==> src/rtl/pidh_pkg.sv <==
// Package for the PID heater duty controller: field widths, register
// indexes, result modes and fixed constants. No dependencies.
package pidh_pkg;

  localparam int SAMPLE_W   = 12;
  localparam int GAIN_W     = 16;
  localparam int DUTY_W     = 8;
  localparam int ERR_W      = SAMPLE_W + 1;
  localparam int PERR_W     = 14;
  localparam int INTEG_W    = 32;
  localparam int RES_W      = 49;
  localparam int CFG_IDX_W  = 4;
  localparam int IN_DATA_W  = 16;
  localparam int OUT_DATA_W = 8;
  localparam int OUT_USER_W = 8;

  localparam logic [DUTY_W-1:0]    RESET_DUTY     = 8'd192;
  localparam logic [DUTY_W-1:0]    FULL_DUTY      = 8'hFF;
  localparam logic [GAIN_W-1:0]    RESET_GAIN_P   = 16'd100;
  localparam logic [GAIN_W-1:0]    RESET_GAIN_I   = 16'd5;
  localparam logic [GAIN_W-1:0]    RESET_GAIN_D   = 16'd0;
  localparam logic signed [ERR_W-1:0] PREHEAT_MARGIN = 13'sd100;
  localparam logic signed [RES_W-1:0] OUT_MAX        = 49'sd65535;

  typedef enum logic [1:0] {
    MODE_OFF     = 2'd0,
    MODE_PREHEAT = 2'd1,
    MODE_HOLD    = 2'd2,
    MODE_PID     = 2'd3
  } mode_t;

  typedef enum logic [CFG_IDX_W-1:0] {
    REG_TARGET = 4'd0,
    REG_GAIN_P = 4'd1,
    REG_GAIN_I = 4'd2,
    REG_GAIN_D = 4'd3
  } cfg_reg_t;

endpackage

==> src/rtl/pid_heater_duty_controller.sv <==
// PID heater duty controller: one sample word in, one duty word out.
// Depends on pidh_pkg for widths, register indexes and mode codes.
//
// Usage. Samples arrive on the in_ stream, one 12-bit ADC value per word.
// Each sample gives exactly one result word on the out_ stream: the duty
// (0 to 255) in out_tdata and the mode in out_tuser (off, full preheat,
// preheat reached and held, PID). Gains and the target are written on the
// cfg_ channel, which is always ready; a target write clears the integral
// and the preheat flag. Writes must be made only while no sample is in
// flight; the block itself does not enforce this. An accepted sample is
// registered, then the three gain multiplications, the sum, the clamp and
// the integrator update run into the output register. One word is accepted
// per cycle while the receiver takes each result; the rate is set by that
// single update step, since each sample needs the integral left by the last.
// After reset the target is zero (heater off), the gains are 100, 5 and 0,
// the integral and previous error are zero and the held duty is 192.
// When the receiver stalls, the output register holds its word and the
// input register fills; in_tready falls only once both are occupied.
module pid_heater_duty_controller (
  input  logic                                clk,
  input  logic                                rst_n,
  input  logic                                in_tvalid,
  output logic                                in_tready,
  input  logic [pidh_pkg::IN_DATA_W-1:0]      in_tdata,   // [11:0] sample
  output logic                                out_tvalid,
  input  logic                                out_tready,
  output logic [pidh_pkg::OUT_DATA_W-1:0]     out_tdata,  // [7:0] duty
  output logic [pidh_pkg::OUT_USER_W-1:0]     out_tuser,  // [1:0] mode
  input  logic                                cfg_valid,
  output logic                                cfg_ready,
  input  logic [pidh_pkg::CFG_IDX_W-1:0]      cfg_index,
  input  logic [pidh_pkg::GAIN_W-1:0]         cfg_wdata
);

  logic                                     in_valid_r;
  logic [pidh_pkg::SAMPLE_W-1:0]            sample_r;
  logic                                     out_valid_r;
  logic [pidh_pkg::DUTY_W-1:0]              duty_r;
  pidh_pkg::mode_t                          mode_r;

  logic [pidh_pkg::SAMPLE_W-1:0]            target_r;
  logic signed [pidh_pkg::GAIN_W-1:0]       gain_p_r;
  logic signed [pidh_pkg::GAIN_W-1:0]       gain_i_r;
  logic signed [pidh_pkg::GAIN_W-1:0]       gain_d_r;
  logic signed [pidh_pkg::INTEG_W-1:0]      integral_r;
  logic signed [pidh_pkg::PERR_W-1:0]       prev_err_r;
  logic                                     preheat_r;
  logic [pidh_pkg::DUTY_W-1:0]              held_r;

  logic                                     adv;
  logic                                     cfg_wr;
  logic signed [pidh_pkg::ERR_W-1:0]        err;
  logic signed [pidh_pkg::PERR_W-1:0]       diff;
  logic signed [28:0]                       prod_p;
  logic signed [47:0]                       prod_i;
  logic signed [29:0]                       prod_d;
  logic signed [pidh_pkg::RES_W-1:0]        res;
  logic                                     res_over;
  logic                                     res_neg;
  logic                                     int_en;
  logic signed [pidh_pkg::INTEG_W:0]        isum;
  logic signed [pidh_pkg::INTEG_W-1:0]      isum_sat;
  logic [pidh_pkg::DUTY_W-1:0]              pid_duty;

  logic [pidh_pkg::DUTY_W-1:0]              duty_nxt;
  pidh_pkg::mode_t                          mode_nxt;
  logic [pidh_pkg::DUTY_W-1:0]              held_nxt;
  logic                                     preheat_nxt;
  logic signed [pidh_pkg::INTEG_W-1:0]      integral_nxt;
  logic signed [pidh_pkg::PERR_W-1:0]       prev_err_nxt;

  assign adv       = in_valid_r && (!out_valid_r || out_tready);
  assign in_tready = !in_valid_r || adv;
  assign cfg_ready = 1'b1;
  assign cfg_wr    = cfg_valid && cfg_ready;

  assign out_tvalid = out_valid_r;
  assign out_tdata  = duty_r;
  assign out_tuser  = {{(pidh_pkg::OUT_USER_W-2){1'b0}}, mode_r};

  always_comb begin
    err    = $signed({1'b0, sample_r}) - $signed({1'b0, target_r});
    diff   = $signed({err[pidh_pkg::ERR_W-1], err}) - prev_err_r;
    prod_p = gain_p_r * err;
    prod_i = gain_i_r * integral_r;
    prod_d = gain_d_r * diff;
    res    = pidh_pkg::RES_W'(prod_p) + pidh_pkg::RES_W'(prod_i)
           + pidh_pkg::RES_W'(prod_d);
    res_over = res > pidh_pkg::OUT_MAX;
    res_neg  = res[pidh_pkg::RES_W-1];
    int_en = (!err[pidh_pkg::ERR_W-1] && (err != '0) && !res_over)
          || (err[pidh_pkg::ERR_W-1] && !res_neg);
    isum = $signed({integral_r[pidh_pkg::INTEG_W-1], integral_r})
         + $signed({{(pidh_pkg::INTEG_W+1-pidh_pkg::ERR_W){err[pidh_pkg::ERR_W-1]}}, err});
    if (isum[pidh_pkg::INTEG_W] != isum[pidh_pkg::INTEG_W-1]) begin
      isum_sat = isum[pidh_pkg::INTEG_W] ? {1'b1, {(pidh_pkg::INTEG_W-1){1'b0}}}
                                         : {1'b0, {(pidh_pkg::INTEG_W-1){1'b1}}};
    end else begin
      isum_sat = isum[pidh_pkg::INTEG_W-1:0];
    end
    if (res_neg) begin
      pid_duty = '0;
    end else if (res_over) begin
      pid_duty = pidh_pkg::FULL_DUTY;
    end else begin
      pid_duty = res[15:8];
    end

    duty_nxt     = held_r;
    mode_nxt     = pidh_pkg::MODE_HOLD;
    held_nxt     = held_r;
    preheat_nxt  = preheat_r;
    integral_nxt = integral_r;
    prev_err_nxt = prev_err_r;
    if (target_r == '0) begin
      duty_nxt = '0;
      mode_nxt = pidh_pkg::MODE_OFF;
      held_nxt = '0;
    end else if (!preheat_r) begin
      if (err > pidh_pkg::PREHEAT_MARGIN) begin
        duty_nxt = pidh_pkg::FULL_DUTY;
        mode_nxt = pidh_pkg::MODE_PREHEAT;
        held_nxt = pidh_pkg::FULL_DUTY;
      end else begin
        preheat_nxt = 1'b1;
      end
    end else begin
      duty_nxt     = pid_duty;
      mode_nxt     = pidh_pkg::MODE_PID;
      held_nxt     = pid_duty;
      prev_err_nxt = $signed({err[pidh_pkg::ERR_W-1], err});
      if (int_en) begin
        integral_nxt = isum_sat;
      end
    end
  end

  always_ff @(posedge clk) begin
    if (!rst_n) begin
      in_valid_r  <= 1'b0;
      out_valid_r <= 1'b0;
      target_r    <= '0;
      gain_p_r    <= pidh_pkg::RESET_GAIN_P;
      gain_i_r    <= pidh_pkg::RESET_GAIN_I;
      gain_d_r    <= pidh_pkg::RESET_GAIN_D;
      integral_r  <= '0;
      prev_err_r  <= '0;
      preheat_r   <= 1'b0;
      held_r      <= pidh_pkg::RESET_DUTY;
    end else begin
      if (in_tready) begin
        in_valid_r <= in_tvalid;
      end
      if (adv) begin
        out_valid_r <= 1'b1;
        prev_err_r  <= prev_err_nxt;
        held_r      <= held_nxt;
      end else if (out_tready) begin
        out_valid_r <= 1'b0;
      end
      if (cfg_wr && cfg_index == pidh_pkg::REG_TARGET) begin
        integral_r <= '0;
        preheat_r  <= 1'b0;
      end else if (adv) begin
        integral_r <= integral_nxt;
        preheat_r  <= preheat_nxt;
      end
      if (cfg_wr) begin
        unique case (cfg_index)
          pidh_pkg::REG_TARGET: target_r <= cfg_wdata[pidh_pkg::SAMPLE_W-1:0];
          pidh_pkg::REG_GAIN_P: gain_p_r <= cfg_wdata;
          pidh_pkg::REG_GAIN_I: gain_i_r <= cfg_wdata;
          pidh_pkg::REG_GAIN_D: gain_d_r <= cfg_wdata;
          default: ;
        endcase
      end
    end
  end

  always_ff @(posedge clk) begin
    if (in_tready && in_tvalid) begin
      sample_r <= in_tdata[pidh_pkg::SAMPLE_W-1:0];
    end
    if (adv) begin
      duty_r <= duty_nxt;
      mode_r <= mode_nxt;
    end
  end

  a_off_zero: assert property (@(posedge clk) disable iff (!rst_n)
    out_valid_r && mode_r == pidh_pkg::MODE_OFF |-> duty_r == '0)
    else $error("off mode with nonzero duty");

  a_preheat_full: assert property (@(posedge clk) disable iff (!rst_n)
    out_valid_r && mode_r == pidh_pkg::MODE_PREHEAT |-> duty_r == pidh_pkg::FULL_DUTY)
    else $error("full preheat without full duty");

  a_target_clear: assert property (@(posedge clk) disable iff (!rst_n)
    cfg_wr && cfg_index == pidh_pkg::REG_TARGET |=> !preheat_r && integral_r == '0)
    else $error("target write did not clear controller state");

  a_integ_hold: assert property (@(posedge clk) disable iff (!rst_n)
    !adv && !cfg_wr |=> $stable(integral_r) && $stable(prev_err_r))
    else $error("controller state changed without an update");

endmodule
==> config.mk <==
export PLATFORM = sky130hd
export DESIGN_NAME = pid_heater_duty_controller
export DESIGN_NICKNAME = d
export VERILOG_FILES = /design/src/rtl/pidh_pkg.sv /design/src/rtl/pid_heater_duty_controller.sv
export SDC_FILE = /design/constraint.sdc
export NUM_CORES = 2
export LEC_CHECK = 0
export BUFFER_PORTS_ARGS = -buffer_cell sky130_fd_sc_hd__buf_2
export CAP_MARGIN = 20
export CORE_UTILIZATION = 50
export CTS_BUF_LIST = sky130_fd_sc_hd__clkbuf_16
export DETAILED_ROUTE_END_ITERATION = 7
export GPL_TIMING_DRIVEN = 1
export PLACE_DENSITY_LB_ADDON = 0.15
export SYNTH_ARGS = -nofsm -noshare
export SYNTH_HDL_FRONTEND = slang
export SYNTH_SLANG_ARGS = --single-unit
==> constraint.sdc <==
create_clock -name clk -period 16.3 [get_ports clk]
set_input_delay 3.26 -clock clk [delete_from_list [all_inputs] [get_ports clk]]
set_output_delay 3.26 -clock clk [all_outputs]
set_load 0.01 [all_outputs]
==> flow_summary.ini <==
[outcome]
status = finished clean

[drt]
drcViolationCount = 0
drtIter0Drc = 2057
first_pass_iters = 7
routed_wirelength_um = 119000
wl_per_cell_um = 19.8
routed_via_density = 5.34
ant_nets = 0
vias = 32099

[synthesis]
synth_edf_count = 22
synthArstFlopShare = 0
synth_simple_gate_area_share = 0.150
synth_warnings = 0
synthesis.instances = 4922
netlist_area_um2 = 44900
synthAdderAreaFrac = 0.578
syn_area_per_cell_um2 = 9.13
synthMuxAreaShare = 0.000947
yosysSeqAreaShare = 0.0664
yosysUniqueCellTypes = 80
yosys.area_share.xor_xnor = 0.0158
synth_compound_area_frac = 0.0668
synth_ff_type = dfxtp_1
synth-seq-cells = 138
synth_top_family_by_area = adder cells

[pwr]
switching_share = 0.566
seqPwrFrac = 0.092
p_leak_nw = 21.1
powerDensity_nw_per_um2 = 83.7
p_clk_frac = 0.108
p_int_w = 0.00170
ir_worst_vdd_uv = 167
switchingPower_w = 0.00222
power_w = 0.00392
pwr-share-comb = 0.800

[clocking]
clk_latency_ps = 480
htree_levels = 4
cts_resized = 0
cts_made_buffers = 17
cts_num_sinks = 138
postCtsSetupBuffers = 0
hold_buffers = 0
clk_pin_slew_ps = 70
clockRootBuffer = clkbuf_16
clock_path_buffers = 2
cts_tree = done

[floorplan]
die-area_um2 = 91100
initial_core_util = 0.507
io_pins = 60
num_rows = 109
die_h_um = 302
core_um2 = 88600
fp.dieW_um = 302

[timing]
final_max_slew_viol_count = 0
hold_viol = 0
worst_pin_slew_ps = 1150
slew-limit-headroom = 0.226
rsz0062_at_grt = false
fin_setup_tns_ps = 0
setup_viol = 0
fmax_ghz = 0.0670
period_needed_ps = 14930
fin_skew_ps = 25.4
period_share = 0.916

[grt]
grt_max_degree = 74
grt_pass1_vias = 33998
antenna_found_initial = 5
grt_overflow = 0
grt_first_pass_wirelength_um = 196000
grt_use_total = 0.280

[final_layout]
fillers = 8275
area_growth_syn_to_layout_pct = 4.19
fin_nets = 6242
layout-drive-gt1-share = 0.0462

[worst_hold_path]
worstHoldPathCells = 2
hold_path_class = flip-flop to flip-flop

[worst_setup_path]
cp-end-kind = flip-flop
arrival_ps = 15260
slowest_stage = fa_1
path_class = flip-flop to flip-flop
slowest_delay_ps = 930
start_kind = flip-flop
crit_required_ps = 16630
crit_top_cell = fa_1
r2r.worst_path.cells = 48
cp_max_fo = 28

[place]
portBuffers = 48
dpl.hpwl_um = 100000
finalWeightedCongestion = 0.874

[job]
max-cap-violations = 0
path summary, 6_finish.rpt:
kind | slack [ps] | start | to
worst min-delay path | 460 | prev_err_r[3] | prev_err_r[3]
worst max-delay path | 1370 | target_r[1] | integral_r[0]
worst max register to register | 1370 | target_r[1] | integral_r[0]
worst min register to register | 460 | prev_err_r[3] | prev_err_r[3]
synth_stat cells, types with 36 or more instances:
library cell,number,area [um^2]
a21oi_1,175,876
and2_1,311,1950
clkbuf_1,182,683
dfxtp_1,116,2320
fa_1,1142,22900
ha_1,225,2820
inv_1,1207,4530
nand2_1,747,2800
nand2b_1,68,425
nor2_1,87,327
nor2b_1,38,238
o21ai_0,82,410
o31ai_1,36,270
xnor2_1,52,455
routing by layer:
metal	vias to the layer above	global-route usage	share of wire
met1	16722	0.426	0.47
met2	936	0.424	0.44
met5	-	0	0.00010
met4	2	0.0529	0.016
li1	14332	-	-
met3	107	0.0465	0.076
final cells by class:
class | count | area [um^2] | share of cell area
repair buffers | 104 | 661 | 0.0141
diodes | 4 | 10.0 | 0.000214
inverters | 1207 | 4530 | 0.0968
multi-input cells | 3366 | 36600 | 0.781
flip-flops and latches | 138 | 2990 | 0.0639
well taps | 1165 | 1460 | 0.0311
clock buffers | 17 | 425 | 0.00909
clock inverters | 15 | 171 | 0.00366
cell usage in the layout, fill, tap and decap left out, drive strengths merged, types with 11 or more instances in the layout:
cell,synthesis,routed
nand2,748,748
o21ai,89,89
xnor2,52,52
inv,1207,1216
or3,14,14
nand4,12,12
nor2b,38,38
o21a,14,14
buf,26,104
and2,313,313
fa,1142,1142
maj3,28,28
o31ai,36,36
nor4,11,11
o211ai,11,11
nor2,87,87
clkbuf,188,17
ha,225,225
a211oi,18,18
nand3,25,25
nor3,29,29
or2,15,15
xor2,29,29
o21bai,11,11
a21oi,195,195
dfxtp,116,116
nand2b,68,68
edfxtp,22,22
a21o,30,30
nor3b,17,17
critical path, delay by kind of cell (launching register included):
family / cells / cell delay [ps]
AO/OA/AOI/OAI: 14 / 3370
XOR/XNOR: 1 / 130
adder cells (fa/ha/maj): 12 / 5870
buffers and inverters: 10 / 1490
flip-flops: 1 / 420
AND/OR/NAND/NOR: 11 / 3450
through the flow:
| step | setup slack [ps] | hold slack [ps] | utilization | instances | instance area (um^2) |
|---|---|---|---|---|---|
| 3_3_place_gp | 1660 | 444 | 0.521 | 5980 | 46200 |
| 5_1_grt | 495 | 471 | 0.528 | 6012 | 46800 |
| 4_1_cts | 1480 | 458 | 0.528 | 6012 | 46800 |
| 6_report | 1370 | 457 | 0.528 | 6016 | 46800 |
| 2_1_floorplan | 3850 | 436 | - | 4927 | 45000 |
| 3_5_place_dp | 1550 | 447 | 0.521 | 5980 | 46200 |
registers in the layout, summed over array words and instances, names as in the netlist:
signal / cells
gain_p_r: 16
out_tvalid: 1
gain_d_r: 16
target_r: 12
held_r: 8
gain_i_r: 16
prev_err_r: 13
in_valid_r: 1
preheat_r: 1
sample_r: 12
integral_r: 32
out_tdata: 8
mode_r: 2
power groups by stage:
stage | Clock, W | Combinational (W) | Sequential (W)
detailed placement | 0 | 0.00307 | 0.000370
global placement | 0 | 0.00308 | 0.000370
floorplan | 0 | 0.00209 | 0.000365
finish | 0.000422 | 0.00314 | 0.000363
CTS | 0.000428 | 0.00312 | 0.000362
global route | 0.000441 | 0.00347 | 0.000363
cell families after synthesis:
group | count (synthesis)
other | 2
DFF | 138
buffers and inverters | 1423
AOI/OAI and AO/OA | 474
muxes | 4
and+or+nand+nor | 1405
adders and majority gates | 1395
xor gates and xnor gates | 81
Power figures use the tool's default switching activity.
